File: config.mk
export PLATFORM = sky130hd
export DESIGN_NAME = tmh_round
export DESIGN_NICKNAME = d
export VERILOG_FILES = /design/src/sv/tmh_pkg.sv /design/src/sv/tmh_round.sv
export SDC_FILE = /design/constraint.sdc
export NUM_CORES = 1
export LEC_CHECK = 0
export BUFFER_PORTS_ARGS = -buffer_cell sky130_fd_sc_hd__buf_2
export CAP_MARGIN = 20
export CELL_PAD_IN_SITES_DETAIL_PLACEMENT = 2
export CELL_PAD_IN_SITES_GLOBAL_PLACEMENT = 2
export CORE_MARGIN = 4
export CORE_UTILIZATION = 30
export CTS_CLUSTER_SIZE = 40
export DETAILED_ROUTE_END_ITERATION = 10
export GPL_TIMING_DRIVEN = 0
export PLACE_DENSITY = 0.65
export SLEW_MARGIN = 20
export SYNTH_ARGS = -nofsm -noshare
export SYNTH_HDL_FRONTEND = slang
export SYNTH_SLANG_ARGS = --single-unit
File: constraint.sdc
create_clock -name clk -period 3.9 [get_ports clk]
set_clock_uncertainty 0.05 [all_clocks]
set_input_delay 0.78 -clock clk [delete_from_list [all_inputs] [get_ports clk]]
set_output_delay 0.78 -clock clk [all_outputs]
set_load 0.005 [all_outputs]
File: src/sv/tmh_pkg.sv
// Package with the shared types and constants of the timer min-heap.
`default_nettype none
package tmh_pkg;

	localparam int CAPACITY_DEF = 64;
	localparam int DATA_W = 64;
	localparam int COUNT_W = 7;

	localparam logic [1:0] OP_INSERT = 2'd0;
	localparam logic [1:0] OP_REMOVE = 2'd1;
	localparam logic [1:0] OP_POP = 2'd2;

	typedef enum logic [1:0] {
		KIND_INSERT,
		KIND_REMOVE,
		KIND_POP,
		KIND_NOP
	} kind_t;

	typedef enum logic [2:0] {
		ST_DONE = 3'd0,
		ST_DUPLICATE = 3'd1,
		ST_FULL = 3'd2,
		ST_NOT_FOUND = 3'd3,
		ST_EMPTY = 3'd4,
		ST_NOT_EXPIRED = 3'd5
	} status_t;

	typedef enum logic [3:0] {
		S_IDLE,
		S_POP_RD,
		S_POP_CHK,
		S_SRCH_RD,
		S_SRCH_CMP,
		S_DIV_WAIT,
		S_DEL,
		S_DEL_CAP,
		S_UP,
		S_UP_CMP,
		S_DN_L,
		S_DN_R,
		S_DN_CMP,
		S_DN_MOVE,
		S_PLACE,
		S_ROOT_RD
	} state_t;

	typedef struct packed {
		kind_t kind;
		logic [DATA_W-1:0] timer_id;
		logic [DATA_W-1:0] deadline;
		logic [DATA_W-1:0] bucket_width;
		logic [DATA_W-1:0] now_time;
	} item_t;

	typedef struct packed {
		logic start;
		logic [DATA_W-1:0] deadline;
		logic [DATA_W-1:0] bucket_width;
	} round_req_t;

	typedef struct packed {
		logic done;
		logic [DATA_W-1:0] rounded;
	} round_rsp_t;

endpackage
`default_nettype wire

File: src/sv/tmh_round.sv
// Bucket rounding unit: restoring division, one quotient bit per cycle.
`default_nettype none
module tmh_round (
	input wire logic clk,
	input wire logic arst_n,
	input wire tmh_pkg::round_req_t req,
	output tmh_pkg::round_rsp_t rsp
);
	import tmh_pkg::*;

	logic [DATA_W-1:0] sum_q;
	logic [DATA_W-1:0] den_q;
	logic [DATA_W-1:0] sh_q;
	logic [DATA_W-1:0] rem_q;
	logic [5:0] bit_q;
	logic run_q;
	logic done_q;
	logic [DATA_W:0] trial;
	logic [DATA_W:0] next_rem;

	always_comb begin
		trial = {rem_q, sh_q[DATA_W-1]};
		if (trial >= {1'b0, den_q}) begin
			next_rem = trial - {1'b0, den_q};
		end else begin
			next_rem = trial;
		end
	end

	always_ff @(posedge clk or negedge arst_n) begin
		if (!arst_n) begin
			run_q <= 1'b0;
			done_q <= 1'b0;
			bit_q <= '0;
		end else if (req.start) begin
			// A zero width leaves the deadline as it is: remainder stays zero.
			run_q <= (req.bucket_width != '0);
			done_q <= (req.bucket_width == '0);
			bit_q <= '1;
		end else if (run_q) begin
			bit_q <= bit_q - 1'b1;
			if (bit_q == '0) begin
				run_q <= 1'b0;
				done_q <= 1'b1;
			end
		end
	end

	always_ff @(posedge clk) begin
		if (req.start) begin
			// With a zero width the half width is zero too, so the sum is the deadline.
			sum_q <= req.deadline + (req.bucket_width >> 1);
			den_q <= req.bucket_width;
			sh_q <= req.deadline + (req.bucket_width >> 1);
			rem_q <= '0;
		end else if (run_q) begin
			sh_q <= {sh_q[DATA_W-2:0], 1'b0};
			rem_q <= next_rem[DATA_W-1:0];
		end
	end

	assign rsp.done = done_q;
	assign rsp.rounded = sum_q - rem_q;
endmodule
`default_nettype wire

# After elaboration in Yosys (flattened, before gate mapping)
# Index checks and enable logic that the tools add are counted.
[totals]
reg_bits = 264
out_inout_bits = 65
wordCells = 29
[classes]
addsub = 4
magnitude_cmp = 1
muxes = 11
reduce_logical = 6
[ops]
columns = ["op", "n"]
rows = [
  ["two-way mux 64 bit", 3],
  ["subtractor 64 bit", 2],
  ["greater-or-equal comparator 65 x 64 -> 1 bit", 1],
  ["adder 64 x 63 -> 64 bit", 1],
  ["zero test 64 bit", 1],
  ["nonzero test 64 bit", 1],
  ["two-way mux 6 bit", 2],
  ["zero test 6 bit", 1],
  ["two-way mux 1 bit", 6],
  ["subtractor 6 x 1 -> 6 bit, second input constant", 1],
  ["nonzero test 2 bit", 2],
  ["AND reduction 2 bit", 1],
]

# Longest topological paths before layout
# Gate-level depths: netlist (run 1).
[logic_depth]
depth_word = 4
ltp_mapped = 15
mapped_depth_nobuf = 14

# Worst setup path before layout (run 1)
# No wires, ideal clock.
[synth_path]
kind = "flip-flop to output port"
startpoint = "register rem_q[0]"
endpoint = "output port rsp[58] (netlist name)"
arrival_time_ps = 2912
required_ps = 3070
path_slack_ps = 158
stages_incl_launch_ff = 13
n_path_buf = 0
path_cell_list = "dfxtp_1 ha_1 fa_1 nor2b_1 o31ai_1 a32oi_2 a21o_1 a21o_2 a41oi_2 o41ai_4 nand3_2 o31ai_2 xor2_1"
[synth_rtl]
columns = ["item", "line", "source"]
rows = [
  ["start: declaration", "tmh_round.sv:14", "logic [DATA_W-1:0] rem_q;"],
  ["start signal: assignment", "tmh_round.sv:58", "rem_q <= next_rem[DATA_W-1:0];"],
  ["end: declaration", "tmh_round.sv:7", "output tmh_pkg::round_rsp_t rsp"],
]

==> flow_summary_export.csv, run 1 <==
group,metric,value,unit
timing,post-route-period-util,119,%
setup_path,start_kind,"flop",
cells_and_area,fillers,7941,
cts,insertion_delay,560,ps
timing,max_slew.worst_pin.slew,1180,ps
run,maxCapViolCount,0,
placement,io_buffers,195,
setup_path,critical_path.max_stage_delay,420,ps
cts,path_clk_slew,70,ps
setup_path,cp_data_arrival_time,3830,ps
yosys,yosys-top-cells-area,"edfxtp_1 26%, ha_1 11%, dfxtp_1 5.9%, a21oi_1 5.8%, xnor2_1 4.2%",
cells_and_area,drive_gt1_share,21.8,%
floorplanning,core,0.0717,mm2
yosys,ys_seq_area_share,33.2,%
cts,numCtsBuffers,34,
cells_and_area,syn2layout_area_growth,22.5,%
yosys,synth_seq_cells,264,
setup_path,crit_path_end_kind,"output pin",
yosys,synth-xor-area-share,6.55,%
setup_path,crit_buf_inv,2,
yosys,synth_top_family_by_area,"compound AO/OA/AOI/OAI gates",
cells_and_area,multi_input_area,0.0144,mm2
yosys,yosys.area_share.simple,15.2,%
yosys,synth_compound_area_share,25.2,%
setup_path,worst_path_dominant_cell_family,"compound AO/OA/AOI/OAI gates",
yosys,synthTopCellsByCount,"254 x a21oi_1, 237 x nand2_1, 192 x edfxtp_1, 192 x ha_1, 180 x inv_1",
timing,setup_viol,41,
yosys,synth_cell_types,95,
setup_path,required,3070,ps
status,violations,"negative setup slack",
yosys,synth_top_area_cell,"edfxtp_1",
cts,cts_max_path_buffers,3,
yosys,synthMuxAreaShare,3.11,%
grt,grt_pass1_vias,22600,
floorplanning,initial_core_util,30.4,%
cts,ctsHtreeMaxLevel,2,
yosys,synth_edf_count,192,
timing,period_needed,4660,ps
power,peakVddDrop,0.264,mV
grt,grt_pass1_wl,147000,um
cells_and_area,nNetsFinal,3103,
detailed_routing,first_iter_violations,1507,
status,outcome,"finished with violations",
detailed_routing,antenna_left,0,
setup_path,path_max_fanout,4,
placement,placed_area,0.0240,mm2
cells_and_area,fin_util,37.3,%
yosys,syn_avg_cell_area,8.73,um2
timing,rsz0062_at_grt,"yes",
cells_and_area,final_area,0.0267,mm2
detailed_routing,wire_per_inst,26.6,um
cts,cts_tree,"done",
detailed_routing,drc,0,
timing,hold_viol,0,
cells_and_area,stdcell_count,3762,
cells_and_area,regArea,0.00729,mm2
placement,dpl.cell_count,3644,
floorplanning,die_y,278,um
grt,antenna_found_initial,5,
detailed_routing,vias,21000,
setup_path,cp_cell_sequence,"ha_4 -> fa_2 -> nor2b_4 -> o31ai_4 -> a32oi_4 -> a21o_4 -> a21o_4 -> a41oi_4 -> o41ai_4 -> buf_6 -> nand3_4 -> o31ai_4 -> xor2_1 -> buf_2",
grt,gr-total-overflow,0,
floorplanning,ioPinCount,196,
detailed_routing,drt_pass1_iterations,5,
setup_path,crit_slowest_cell,"fa_2",
cts,cts_sinks,264,
power,power,15.5,mW
timing,tns,-18640,ps
placement,dp_hpwl,80100,um
power,p_leak,10.9,nW
detailed_routing,routed_wl,100000,um
yosys,synthDominantCellAreaShare,26.4,%
yosys,async_flop_share,3.03,%
floorplanning,die-area,0.0771,mm2
power,powerDensity,581,mW/mm2
timing,slew_viol_final,0,
placement,finalWeightedCongestion,0.914,
yosys,yosysWarnings,0,
yosys,synth.most_common_cell,"a21oi_1",
cts,cts-root-buf,"clkbuf_16",
min_path,min_path_type,"in -> reg",
yosys,synth_ff_type,"edfxtp_1",
yosys,syn_area,0.0218,mm2
detailed_routing,vias_per_cell,5.58,
grt,grt_max_degree,66,
yosys,syn_inst,2497,
floorplanning,fp-row-count,98,
grt,grtUsageTotal,25.0,%
floorplanning,die_w,278,um
yosys,synth_fa_ha_area_share,11.3,%
yosys,synth.net_count,2823,
setup_path,path_class,"reg -> out",
timing,slew_headroom,21.1,%
timing,fmax,215,MHz
timing,setup_ws,-757,ps
## state kept, by name, indices dropped and copies added, names as in the netlist
name    count
den_q      64
rem_q      64
sh_q       64
sum_q      64
bit_q       6
done_q      1
run_q       1
## worst paths after layout
kind / from / end / slack (ps) / depth (start not counted)
min in group asynchronous: arst_n / bit_q[3] / 550 / 2
worst min-delay path: req[21] / den_q[21] / 390 / 1
worst max-delay path: rem_q[0] / rsp[58] / -760 / 14
worst min register to register: rem_q[16] / rem_q[17] / 460 / 2
max in group asynchronous: arst_n / bit_q[0] / 3070 / 2
worst max register to register: rem_q[1] / rem_q[49] / 120 / 12
## report_power, final
part	switching [mW]	internal, mW	total (mW)
clock network	1.42	1.89	3.30
registers	0.361	3.58	3.94
logic	5.01	3.29	8.29
## cells in the final DEF, fill, tap and decap left out, types with 55 or more instances in the layout
cell type  netlist  layout
edfxtp_1       192     192
a21o_1         118     117
a21oi_1        254     225
buf_2           19     212
ha_1           192     169
clkbuf_1        83      69
inv_1          180     171
xor2_1          59      55
nand2_1        237     235
xnor2_1        104      97
mux2_2          55      55
o21ai_0        126     112
nand4_1         58      58
nor2_1         168     162
## layout make-up
| cell class | instances | share of cell area [%] |
|---|---|---|
| well taps | 950 | 4.45 |
| flip-flops and latches | 264 | 27.3 |
| inverters | 181 | 2.56 |
| clock inverters | 19 | 0.637 |
| repair buffers | 252 | 5.74 |
| diodes | 9 | 0.0843 |
| plain buffers | 105 | 1.75 |
| clock buffers | 43 | 3.69 |
| multi-input cells | 1939 | 53.8 |
## routing by layer
metal	track usage (%)	wire, um	vias up
met3	2.53	4020	111
met2	41.3	46500	439
met5	0	13	-
met4	6.04	2340	2
li1	-	-	9783
met1	35.1	47300	10700
## metrics by stage
step | hold WS [ps] | setup slack (ps)
final | 393 | -757
after global routing | 380 | -848
after CTS | 357 | -864
after detailed placement | 452 | -2190
after global placement | 425 | -2460
after floorplan | 400 | 158
## repair_timing
action	CTS	global route
hold endpoints to repair	8	0
buffers inserted	30	25
gates resized for setup	147	101
endpoints found under the setup margin	90	106
hold buffers	1	0
pin swaps	36	45
## kinds of logic after synthesis
logic type,Yosys count
compound gates,819
xor+xnor,163
fa+ha+maj,195
buf+inv,294
flops,264
mux,61
simple gates,701
(Power assumes the default switching activity.)
==> run 2: changes to the inputs <==
--- a/config.mk
+++ b/config.mk
@@ -15,6 +15,7 @@
 export DETAILED_ROUTE_END_ITERATION = 10
 export GPL_TIMING_DRIVEN = 0
 export PLACE_DENSITY = 0.65
+export RECOVER_POWER = 50
 export SLEW_MARGIN = 20
 export SYNTH_ARGS = -nofsm -noshare
 export SYNTH_HDL_FRONTEND = slang
==> flow_summary_export.csv, run 2 (synthesized netlist as in run 1, its figures left out) <==
group,metric,value,unit
setup_path,required,3070,ps
timing,post-route-period-util,120,%
power,peakVddDrop,0.265,mV
setup_path,endpoint,"rsp[58]",
grt,antenna_found_initial,5,
cts,ctsHtreeMaxLevel,2,
timing,rsz0062_at_grt,"yes",
setup_path,cp_cell_sequence,"ha_4 -> fa_2 -> nor2b_4 -> o31ai_4 -> a32oi_4 -> a21o_4 -> a21o_4 -> a41oi_4 -> o41ai_4 -> buf_6 -> nand3_4 -> o31ai_4 -> xor2_1 -> buf_2",
cells_and_area,layout.cells.most_common,"nand2_1",
power,clockPowerShare,21.3,%
cts,cts_tree,"done",
detailed_routing,drt_pass1_iterations,5,
grt,grtUsageTotal,25.0,%
placement,io_buffers,195,
cells_and_area,regArea,0.00729,mm2
setup_path,cp.depth,14,
status,outcome,"finished with violations",
setup_path,start_kind,"flop",
setup_path,critical_path.max_stage_delay,420,ps
floorplanning,ioPinCount,196,
detailed_routing,vias_per_cell,5.56,
timing,hold_slack,447,ps
detailed_routing,first_iter_violations,1449,
detailed_routing,routed_wl,100000,um
setup_path,r2r_start,"rem_q[0]",
grt,grt_max_degree,66,
cts,cts_max_path_buffers,3,
setup_path,rr_worst_depth,13,
min_path,min_path_type,"in -> reg",
floorplanning,initial_core_util,30.4,%
floorplanning,core,0.0717,mm2
grt,grt_pass1_vias,22600,
floorplanning,die_w,278,um
timing,tns,-55490,ps
placement,dp_hpwl,80100,um
cells_and_area,syn2layout_area_growth,22.1,%
setup_path,r2r_end,"rem_q[57]",
setup_path,crit_slowest_cell,"fa_2",
cells_and_area,nNetsFinal,3103,
detailed_routing,drc,0,
floorplanning,die-area,0.0771,mm2
setup_path,startpoint,"rem_q[0]",
setup_path,path_max_fanout,4,
power,seq_power_share,25.4,%
timing,period_needed,4680,ps
run,maxCapViolCount,1,
cts,insertion_delay,560,ps
setup_path,crit_path_end_kind,"output pin",
timing,setup_ws,-783,ps
cells_and_area,fillers,7968,
power,power_switching,6.78,mW
floorplanning,fp-row-count,98,
cells_and_area,multi_input_area,0.0144,mm2
cts,path_clk_slew,70,ps
power,powerDensity,583,mW/mm2
timing,fmax,214,MHz
timing,setup_viol,173,
status,violations,"max-capacitance violations, max-slew violations, negative setup slack",
cells_and_area,layout_common_cells,"235 x nand2_1, 225 x a21oi_1, 192 x edfxtp_1",
cts,cts-root-buf,"clkbuf_16",
floorplanning,die_y,278,um
setup_path,worst_path_dominant_cell_family,"compound AO/OA/AOI/OAI gates",
detailed_routing,antenna_left,0,
timing,max_slew.worst_pin.slew,1940,ps
setup_path,crit_buf_inv,2,
timing,hold_viol,0,
timing,slew_headroom,-29.0,%
power,sw_frac_of_total,43.7,%
setup_path,r2r_setup_slack,120,ps
timing,slew_viol_final,65,
grt,gr-total-overflow,0,
placement,finalWeightedCongestion,0.914,
cts,cts_sinks,264,
power,p_leak,10.7,nW
power,p_comb_share,53.3,%
cts,numCtsBuffers,34,
cells_and_area,drive_gt1_share,19.4,%
detailed_routing,wire_per_inst,26.6,um
power,p_int,8.74,mW
placement,dpl.cell_count,3644,
grt,grt_pass1_wl,147000,um
setup_path,cp_data_arrival_time,3850,ps
setup_path,path_class,"reg -> out",
cells_and_area,stdcell_count,3765,
detailed_routing,vias,20900,
==> run 2: through the flow <==
step	total power, mW	cell area, um2	util (%)	worst slack, ps
after CTS	15.2	26100	36.4	-864
after detailed placement	11.2	24000	33.5	-2190
after global placement	10.9	24000	33.4	-2460
final	15.5	26600	37.1	-783
after floorplan	8.33	21800	-	158
after global routing	16.5	26600	37.1	-848
==> run 2: cell type report <==
| cell class | count | area share [%] |
|---|---|---|
| Antenna cell | 12 | 0.113 |
| Buffer | 105 | 1.75 |
| Clock buffer | 43 | 3.71 |
| Clock inverter | 19 | 0.639 |
| Inverter | 181 | 2.57 |
| Multi-Input combinational cell | 1939 | 54.0 |
| Sequential cell | 264 | 27.4 |
| Tap cell | 950 | 4.47 |
| Timing Repair Buffer | 252 | 5.42 |
==> run 2: worst min-delay path by stage <==
stage / start / end / slack [ps] / cells after the start
CTS: req[21] / den_q[21] / 360 / 1
global route: req[21] / den_q[21] / 450 / 1
finish: req[21] / den_q[21] / 450 / 1
global placement: rem_q[7] / rem_q[7] / 420 / 2
floorplan: rem_q[62] / rem_q[62] / 400 / 2
detailed placement: bit_q[0] / bit_q[0] / 450 / 2
==> run 2: routing by layer <==
metal	GRT usage [%]	wire [um]	vias up
met5	0	13	-
met2	41.3	46300	426
met3	2.53	3860	111
met4	6.04	2480	2
li1	-	-	9779
met1	35.1	47500	10600
==> run 2: power by group through the flow <==
stage | clock network, mW | registers, mW | logic (mW)
global route | 3.48 | 3.98 | 9.01
global placement | 0 | 3.95 | 7.00
detailed placement | 0 | 3.96 | 7.19
CTS | 3.37 | 3.93 | 7.86
finish | 3.31 | 3.94 | 8.27
floorplan | 0 | 3.78 | 4.56
==> run 2: timing repair <==
action                     in CTS  in global routing
resized for setup             147                101
hold endpoints to repair        8                  0
hold buffers                    1                  0
setup endpoints to repair      90                106
buffers inserted               30                 25
pin swaps                      36                 45
