===== src/sv/tmh_pkg.sv =====
// Package with the shared types and constants of the timer min-heap.
`default_nettype none
package tmh_pkg;

	localparam int CAPACITY_DEF = 64;
	localparam int DATA_W = 64;
	localparam int COUNT_W = 7;

	localparam logic [1:0] OP_INSERT = 2'd0;
	localparam logic [1:0] OP_REMOVE = 2'd1;
	localparam logic [1:0] OP_POP = 2'd2;

	typedef enum logic [1:0] {
		KIND_INSERT,
		KIND_REMOVE,
		KIND_POP,
		KIND_NOP
	} kind_t;

	typedef enum logic [2:0] {
		ST_DONE = 3'd0,
		ST_DUPLICATE = 3'd1,
		ST_FULL = 3'd2,
		ST_NOT_FOUND = 3'd3,
		ST_EMPTY = 3'd4,
		ST_NOT_EXPIRED = 3'd5
	} status_t;

	typedef enum logic [3:0] {
		S_IDLE,
		S_POP_RD,
		S_POP_CHK,
		S_SRCH_RD,
		S_SRCH_CMP,
		S_DIV_WAIT,
		S_DEL,
		S_DEL_CAP,
		S_UP,
		S_UP_CMP,
		S_DN_L,
		S_DN_R,
		S_DN_CMP,
		S_DN_MOVE,
		S_PLACE,
		S_ROOT_RD
	} state_t;

	typedef struct packed {
		kind_t kind;
		logic [DATA_W-1:0] timer_id;
		logic [DATA_W-1:0] deadline;
		logic [DATA_W-1:0] bucket_width;
		logic [DATA_W-1:0] now_time;
	} item_t;

	typedef struct packed {
		logic start;
		logic [DATA_W-1:0] deadline;
		logic [DATA_W-1:0] bucket_width;
	} round_req_t;

	typedef struct packed {
		logic done;
		logic [DATA_W-1:0] rounded;
	} round_rsp_t;

endpackage
`default_nettype wire


===== src/sv/tmh_front.sv =====
// Front end: accepts commands, classifies the op code and queues two items.
`default_nettype none
module tmh_front (
	input wire logic clk,
	input wire logic arst_n,
	input wire logic start,
	output logic busy,
	input wire logic [1:0] op,
	input wire logic [tmh_pkg::DATA_W-1:0] timer_id,
	input wire logic [tmh_pkg::DATA_W-1:0] deadline,
	input wire logic [tmh_pkg::DATA_W-1:0] bucket_width,
	input wire logic [tmh_pkg::DATA_W-1:0] now_time,
	output logic q_valid,
	output tmh_pkg::item_t q_item,
	input wire logic q_pop
);
	import tmh_pkg::*;

	item_t slot_q [2];
	logic wr_ptr_q;
	logic rd_ptr_q;
	logic [1:0] fill_q;
	logic push;
	item_t in_item;

	always_comb begin
		in_item.timer_id = timer_id;
		in_item.deadline = deadline;
		in_item.bucket_width = bucket_width;
		in_item.now_time = now_time;
		unique case (op)
			OP_INSERT: in_item.kind = KIND_INSERT;
			OP_REMOVE: in_item.kind = KIND_REMOVE;
			OP_POP: in_item.kind = KIND_POP;
			default: in_item.kind = KIND_NOP;
		endcase
	end

	assign busy = fill_q[1];
	assign push = start && !busy;
	assign q_valid = (fill_q != 2'd0);
	assign q_item = slot_q[rd_ptr_q];

	always_ff @(posedge clk or negedge arst_n) begin
		if (!arst_n) begin
			wr_ptr_q <= 1'b0;
			rd_ptr_q <= 1'b0;
			fill_q <= 2'd0;
		end else begin
			if (push) begin
				wr_ptr_q <= !wr_ptr_q;
			end
			if (q_pop) begin
				rd_ptr_q <= !rd_ptr_q;
			end
			fill_q <= fill_q + {1'b0, push} - {1'b0, q_pop};
		end
	end

	always_ff @(posedge clk) begin
		if (push) begin
			slot_q[wr_ptr_q] <= in_item;
		end
	end
endmodule
`default_nettype wire


===== config.mk =====
export PLATFORM = sky130hd
export DESIGN_NAME = tmh_front
export DESIGN_NICKNAME = d
export VERILOG_FILES = /design/src/sv/tmh_pkg.sv /design/src/sv/tmh_front.sv
export SDC_FILE = /design/constraint.sdc
export NUM_CORES = 1
export LEC_CHECK = 0
export BUFFER_PORTS_ARGS = -buffer_cell sky130_fd_sc_hd__buf_2
export CAP_MARGIN = 20
export CORE_UTILIZATION = 25
export CTS_CLUSTER_DIAMETER = 40
export DETAILED_ROUTE_END_ITERATION = 16
export GPL_TIMING_DRIVEN = 0
export PLACE_DENSITY = 0.48
export SLEW_MARGIN = 20
export SYNTH_ARGS = -nofsm -noshare
export SYNTH_HDL_FRONTEND = slang
export SYNTH_SLANG_ARGS = --single-unit

===== constraint.sdc =====
create_clock -name clk -period 11 [get_ports clk]
set_input_delay 0 -clock clk [delete_from_list [all_inputs] [get_ports clk]]
set_output_delay 0 -clock clk [all_outputs]
set_load 0.005 [all_outputs]

Word level (Yosys, flattened, before mapping)
Memories as Yosys holds them, arrays and structs flattened. Cells that the tools add are included. Widths: inputs -> output; s select.

Add/sub/neg operators: 2. Equal/unequal tests: 2. Multiplexer cells: 3. Reduce and logical (&&, ||, !) cells: 6.

Operators with widths (count): $pmux 2 s3 (1); $logic_not 1->1 (3); $add 2x1->2 (1); $eq 2x1->1 const B (1); $eq 2x2->1 const B (1); $logic_not 2->1 (1); $mux 1 (2); $reduce_bool 2->1 (1); $sub 2x1->2 (1); $logic_and 1x1->1 (1).

Bits in registers: 4. RAM bits: 516. Bits of input ports: 262. Output and inout bits: 260. Logic and storage cells: 17. Memories: 1.

Memories: slot_q (depth 2, width 258, read ports 1, clocked after memory_dff 0, wr ports 1, RTL line tmh_front.sv:19) `item_t slot_q [2];`.

Longest topological paths before layout
Gate-level depths: netlist of the first run.

Word-level depth: 4. Mapped depth: 4. Mapped depth without buffers: 4.

Worst setup path before layout of the first run
Ideal clock, no wire load.

Path type: register -> register. From: reg fill_q[1]. To: mem slot_q[0][0] (netlist name) (enable). Library setup time: 0.883 ns. Arrival: 11.323 ns. Required time: 10.117 ns. Path slack: -1.206 ns. Cell stages (with the launch flop): 3. Path buffers: 0. Clock period less this slack: 12.206 ns. Cells stage by stage: dfrtp_1 nand2b_1 nor2_1.

Cells in the longest elaborated chain, start to end: 4.

Ends and longest elaborated chain: start, declared (RTL line tmh_front.sv:22) `logic [1:0] fill_q;`; start signal, assigned (RTL line tmh_front.sv:56) `fill_q <= fill_q + {1'b0, push} - {1'b0, q_pop};`; $logic_not 1->1 (RTL line tmh_front.sv:40) `assign push = start && !busy;`; $logic_and 1x1->1 (RTL line tmh_front.sv:40); $mux 1 (RTL line tmh_front.sv:61) `if (push) begin`; $mux 1 (implied by the code) (RTL line tmh_front.sv:62) `slot_q[wr_ptr_q] <= in_item;`; end, declared (RTL line tmh_front.sv:19).

Every way passes these cells.

Final worst setup path of the first run
From: reg fill_q[1]. To: mem slot_q[1][172] (netlist name) (enable).

Same word-level chain as after synthesis.

==> impl_results.md, run 1 <==
- Status: complete, no violations
- Die area: ~80,000 µm²
- Clock root buffer: clkbuf_16
- Top_reg_cell synth: edfxtp_1
- Final design utilization: 0.384
- Leak Pwr: 11.7 nW
- CP max FO: 24
- Fin crit period: 2660 ps
- Worst-Margin Slew: 622 ps
- Hold Crit Class: input port to flip-flop
- Non-Filler Instances: 2,828
- Post-Syn Instances: between 800 and 900
- Worst path required time: ~11,000 ps
- Pwr dens: ~260 nW/µm²
- Peak supply drop: 0.000142 V
- Synth area leader: edfxtp_1
- Max-slew headroom: 0.584
- Mapped Nets: 1,085
- Vias in the first global route: 11,800
- Fillers: about 7,300
- Final hold violations: 0
- Register area: 15,600 µm²
- Post-Synth Simple-Gate Area: 0.00140
- Area taken by multi-input logic gates: roughly 3800 µm²
- DR vias/cell: 3.88
- Placed instance count: roughly 2,400
- Worst Setup Slack, final: 8340 ps
- RSZ-0062 raised after global routing: false
- H-Tree Depth: 3
- Largest net degree at the start of global routing: 26
- Final setup viols: 0
- Post-synth top cells: 516 x edfxtp_1, 202 x mux2_4, 56 x mux2_2, 25 x buf_6
- Final ANT Viol Nets: 0
- CTS sink count: 520
- Startpoint Class: flip-flop
- YS warnings: 0
- Core Area: 77,600 µm²
- Die X: 282 µm
- Synth Area in XOR/XNOR: 0.00178
- Die Y: 282 µm
- Ys async rst share: 0.00769
- First-pass GRT wire length: 68.8 mm
- Initial antenna violation count: 6
- Synth area leaders: edfxtp_1 79%, mux2_4 15%, mux2_2 3.2%
- WS Path Type: flip-flop to flip-flop
- Drc violations: 0
- HPWL Detailed: around 34 mm
- Pins Over Slew Limit: 0
- Post-Route WL: approximately 48 mm
- Register bit total from synthesis: 520
- Compound-Gate Fraction of Synth Area: 0.000255
- Period utilization: 0.242
- Initial Util: 0.253
- Final TNS setup: 0 ps
- Mapped cell area: just under 20,000 µm²
- GPL Wtd Cong: between 0.7 and 0.8
- Drt wl/cell: 17.0 µm
- Clk_lat worst skew: 610 ps
- Core Rows: 102
- Port bufs: 519
- Most frequent cell after synthesis: edfxtp_1
- I/O pin cnt: 522
- Post-synthesis mux area share: 0.186
- Total GRT Usage: 0.115
- Largest family of logic cells by synthesized area: multiplexers
- GRT Residual Overflow: 0
- Post-CTS Setup Repair Bufs: 0
- Area share of the largest cell type after synthesis: 0.788
- Layout Area Growth over Synthesis: 51.6%
- 1st-iter DRT viols: 343
- CTS clk-pin slew, worst paths: 50 ps
- Sequential area share after synthesis: 0.793
- Drt pass-1 iters: 4
- Clock skew: 26.7 ps
- Routed via count: 11,000
- Synth Area in Adders: 0.000637
- Mean post-synth cell area: about 24 µm²
- Crit path capture type: flip-flop
- Worst Path Arrival: 2960 ps
- MaxCap Viol Count: 0
- TritonCTS buffer count: 88
- Clock buffer depth: 3
- Share of layout cells above drive strength 1: 0.547
- Post-synth EDFFs: 516
- Netlist cell types: 16
- Final net count: 1,982
- CTS tree: yes
- DP Worst Slack: 8300 ps
- FMAX: 0.376 GHz
-- power by group --
part | switching, mW | internal (mW) | leakage (nW)
Sequential | 0.0816 | 2.63 | 4.80
Combinational | 1.01 | 1.20 | 5.49
Clock | 0.954 | 1.76 | 1.44
-- final timing paths --
check,startpoint,end,slack [ps],cells past startpoint
max,fill_q[1]$_DFF_PN0_,slot_q[1][172]$_DFFE_PP_,8340,7
min,timer_id[61],slot_q[0][253]$_DFFE_PP_,110,2
max reg2reg,fill_q[1]$_DFF_PN0_,slot_q[1][172]$_DFFE_PP_,8340,7
min reg2reg,fill_q[0]$_DFF_PN0_,fill_q[0]$_DFF_PN0_,490,1
max in group asynchronous,arst_n,rd_ptr_q$_DFFE_PN0P_,10520,3
min in group asynchronous,arst_n,fill_q[0]$_DFF_PN0_,310,3
-- critical path, cell delays in order (launching register included) --
cell,delay (ps)
dfrtp_1,420
nand2b_1,290
nor2_4,540
buf_12,260
buf_16,180
buf_12,190
buf_16,190
buf_12,200
-- cell families after synthesis --
group | count (synthesis)
AOI/OAI and AO/OA | 1
buffers and inverters | 33
muxes | 258
adders and majority gates | 1
DFF | 520
xor gates and xnor gates | 4
and+or+nand+nor | 5
-- cell type report --
| cell class | instances | share of cell area |
|---|---|---|
| tap | 1040 | 0.0437 |
| clock inverter | 61 | 0.0234 |
| inverter | 2 | 0.000252 |
| multi-input combinational | 269 | 0.126 |
| timing repair buffer | 807 | 0.196 |
| antenna | 1 | 0.0000840 |
| buffer | 31 | 0.0104 |
| sequential | 520 | 0.523 |
| clock buffer | 97 | 0.0765 |
-- layer usage --
layer / global-route usage / vias up / wire [µm]
li1: - / 5124 / -
met1: 0.124 / 5367 / 18100
met2: 0.204 / 374 / 24900
met3: 0.0375 / 96 / 3580
met4: 0.0498 / 2 / 1390
met5: 0 / - / 13
-- per-stage QoR --
stage / total power [mW] / hold WS, ps / instance area [µm²]
floorplan: 4.14 / -296 / 19700
global placement: 5.08 / -191 / 23600
detailed placement: 4.94 / -188 / 24200
CTS: 7.79 / 48.7 / 29800
global route: 7.98 / 72.5 / 29800
finish: 7.63 / 111 / 29800
-- layout by cell type, fill, tap and decap left out, drive strengths merged --
master	count
buf	574
edfxtp	516
dlygate4sd3	262
mux2	258
clkbuf	99
clkinv	32
bufinv	11
clkinvlp	10
inv	10
dfrtp	4
xnor2	3
nor2	2
diode	1
nand2b	1
nor3b	1
a21oi	1
or2	1
xor2	1
ha	1
-- sequential cells by signal (all words and copies together), names as in the netlist --
| name | flops |
|---|---|
| fill_q | 2 |
| rd_ptr_q | 1 |
| slot_q | 516 |
| wr_ptr_q | 1 |
-- timing repair --
action / in CTS / in global routing
hold endpoints to repair: 524 / 0
hold buffers: 262 / 0
gates resized for setup: 0 / 0
(Power assumes the default switching activity.)
==> run 2: changes to the inputs <==
- PLACE_DENSITY: 0.48 -> 0.47
- clock period: 11 -> 2.5 ns (I/O delays scaled with it)
==> run 2 against run 1 <==
Clock-buffer cell count grew 5; die area is the same; critical path type unchanged; critical endpoint is now slot_q[1][195]$_DFFE_PP_; core utilization decreased by 0.060 points; wire length rose by 0.48%; maximum frequency up 16%; largest cell class unchanged; global-route usage increased by 0.16 points; via count increased by 1.1%; first-iteration DRC count decreased by 2.9%; register-to-register slack lost 8100 ps; worst setup slack lost 8100 ps; critical path depth up 1.
==> impl_results.md, run 2 (synthesized netlist as in run 1, its figures left out) <==
- Status: complete, no violations
- Drc violations: 0 (unchanged)
- CTS sink count: 520 (unchanged)
- Final instance area: 29,700 µm² (-0.16%)
- Clk_lat worst skew: 620 ps (about the same)
- CTS tree: yes
- Worst-path cell chain: nand2b_4 -> nor2_4 -> buf_16 -> buf_12 -> buf_16 -> buf_12 -> buf_16 -> buf_16
- Register area: 15,600 µm² (unchanged)
- Most frequent cells in the layout: 523 x buf_2, 516 x edfxtp_1, 262 x dlygate4sd3_1
- Worst path required time: 2820 ps (-8480 ps)
- Worst hold margin: 104 ps (-7.35 ps)
- Port bufs: 519 (unchanged)
- Critical Path Max Stage Delay: 410 ps (-130 ps)
- DP Worst Slack: -57.4 ps (-8360 ps)
- Total GRT Usage: 0.116 (+0.00158)
- Pwr dens: 1110 nW/µm² (+330%)
- FMAX: 0.436 GHz (+16%)
- Leak Pwr: 11.7 nW (-0.13%)
- Die Y: 282 µm (unchanged)
- Worst-Margin Slew: 286 ps (-335 ps)
- Drt wl/cell: 17.0 µm (+0.16%)
- Layout Area Growth over Synthesis: 51.4%
- Clock skew: 20.6 ps (-6.12 ps)
- Die area: 79,700 µm² (unchanged)
- Final ANT Viol Nets: 0 (unchanged)
- Core Rows: 102 (unchanged)
- 1st-iter DRT viols: 333 (-2.9%)
- Period utilization: 0.917 (+0.675)
- Fin crit period: 2290 ps (-368 ps)
- Core Area: 77,600 µm² (unchanged)
- Hold Crit Class: input port to flip-flop
- Crit path capture type: flip-flop
- HPWL Detailed: 33.7 mm (-0.59%)
- CTS clk-pin slew, worst paths: 50 ps (about the same)
- Drt pass-1 iters: 4 (unchanged)
- Worst Path Arrival: 2610 ps (-350 ps)
- Largest register by flop count: slot_q
- Fillers: 7,335 (+0.44%)
- Max-slew headroom: 0.809 (+0.225)
- Vias in the first global route: 12,200 (+3.3%)
- Initial Util: 0.253 (unchanged)
- RSZ-0062 raised after global routing: false
- Area taken by multi-input logic gates: 3770 µm² (+0.20%)
- Final hold violations: 0 (unchanged)
- Slowest CP cell: dfrtp_1
- Share of layout cells above drive strength 1: 0.545 (-0.00137)
- N_diodes: 0 (-1)
- MaxCap Viol Count: 0 (unchanged)
- Post-Route WL: 48.2 mm (+0.48%)
- GRT Residual Overflow: 0 (unchanged)
- Final design utilization: 0.383 (-0.000597)
- Clock buffer depth: 3 (unchanged)
- Regs by FF count: slot_q x516, fill_q x2
- First-pass GRT wire length: 70.0 mm (+1.8%)
- I/O pin cnt: 522 (unchanged)
- TritonCTS buffer count: 87 (-1.1%)
- Pins Over Slew Limit: 0 (unchanged)
- Top cell by count, worst path: buf_16
- GPL Wtd Cong: 0.726 (+1.6%)
- Max reg flops: 516 (unchanged)
- Commonest non-fill, non-tap cell in the layout: buf_2
- Final net count: 1,987 (+0.25%)
- Peak supply drop: 0.000625 V (+340%)
- Worst Setup Slack, final: 207 ps (-8130 ps)
- Startpoint Class: flip-flop
- Clock root buffer: clkbuf_16
- H-Tree Depth: 3 (unchanged)
- Placed Area: 24,200 µm² (about the same)
- Final setup viols: 0 (unchanged)
- WS Path Type: flip-flop to flip-flop
- DR vias/cell: 3.91 (+0.76%)
- Die X: 282 µm (unchanged)
- Initial antenna violation count: 3 (-3)
- Routed via count: 11,100 (+1.1%)
- Largest net degree at the start of global routing: 26 (unchanged)
- CP max FO: 21 (-13%)
- Post-CTS Resized: 0 (unchanged)
## run 2: changes by cell type in the layout (fill, tap and decap cells not counted), sizes merged
cell / delta
inv: -2
bufinv: -5
clkinv: +8
buf: +6
diode: -1
clkinvlp: -2
clkbuf: +5
## run 2: path summary, 6_finish.rpt
check / from / end / slack, ps / cells past startpoint
max in group asynchronous: arst_n / rd_ptr_q$_DFFE_PN0P_ / 2030 / 3
worst max-delay path: fill_q[1]$_DFF_PN0_ / slot_q[1][195]$_DFFE_PP_ / 210 / 8
min in group asynchronous: arst_n / fill_q[1]$_DFF_PN0_ / 280 / 3
worst min-delay path: timer_id[39] / slot_q[0][231]$_DFFE_PP_ / 100 / 2
worst min register to register: fill_q[0]$_DFF_PN0_ / fill_q[0]$_DFF_PN0_ / 510 / 1
worst max register to register: fill_q[1]$_DFF_PN0_ / slot_q[1][195]$_DFFE_PP_ / 210 / 8
## run 2: layout make-up
class | count | share of cell area
Buffer | 31 | 0.0104
Clock inverter | 60 | 0.0209
Timing Repair Buffer | 813 | 0.199
Inverter | 2 | 0.000252
Multi-Input combinational cell | 269 | 0.127
Clock buffer | 102 | 0.0754
Tap cell | 1040 | 0.0437
Sequential cell | 520 | 0.524
## run 2: timing repair
item	in CTS	in global routing
hold buffers	262	0
setup endpoints to repair	38	0
endpoints found under the hold margin	564	0
buffers inserted	6	0
## run 2: power by group
part	switching [mW]	total [mW]	internal, mW
sequential	0.359	11.9	11.6
combinational	4.47	9.78	5.32
clock	4.28	11.4	7.14
total	9.11	33.1	24.0
## run 2: per-layer routing
metal	part of all wire	routed length, µm	vias up	GRT usage
li1	-	-	5145	-
met1	0.37	17900	5437	0.124
met2	0.52	24800	380	0.206
met3	0.078	3770	114	0.0415
met4	0.034	1640	6	0.0507
met5	0.00073	35	-	0
## run 2: worst max-delay path, delay by kind of cell, from the launching register on
kind | cells | cell delay (ps)
flops | 1 | 410
simple gates | 2 | 380
buf+inv | 6 | 1130
## run 2: stage by stage
step                      std cells  setup TNS, ps  power [mW]
after floorplan                 822       -1204900        17.7
after detailed placement       2407          -1700        21.8
after CTS                      2837              0        33.8
final                          2837              0        33.1
after global routing           2837              0        34.7
after global placement         2381       -2549510        20.7
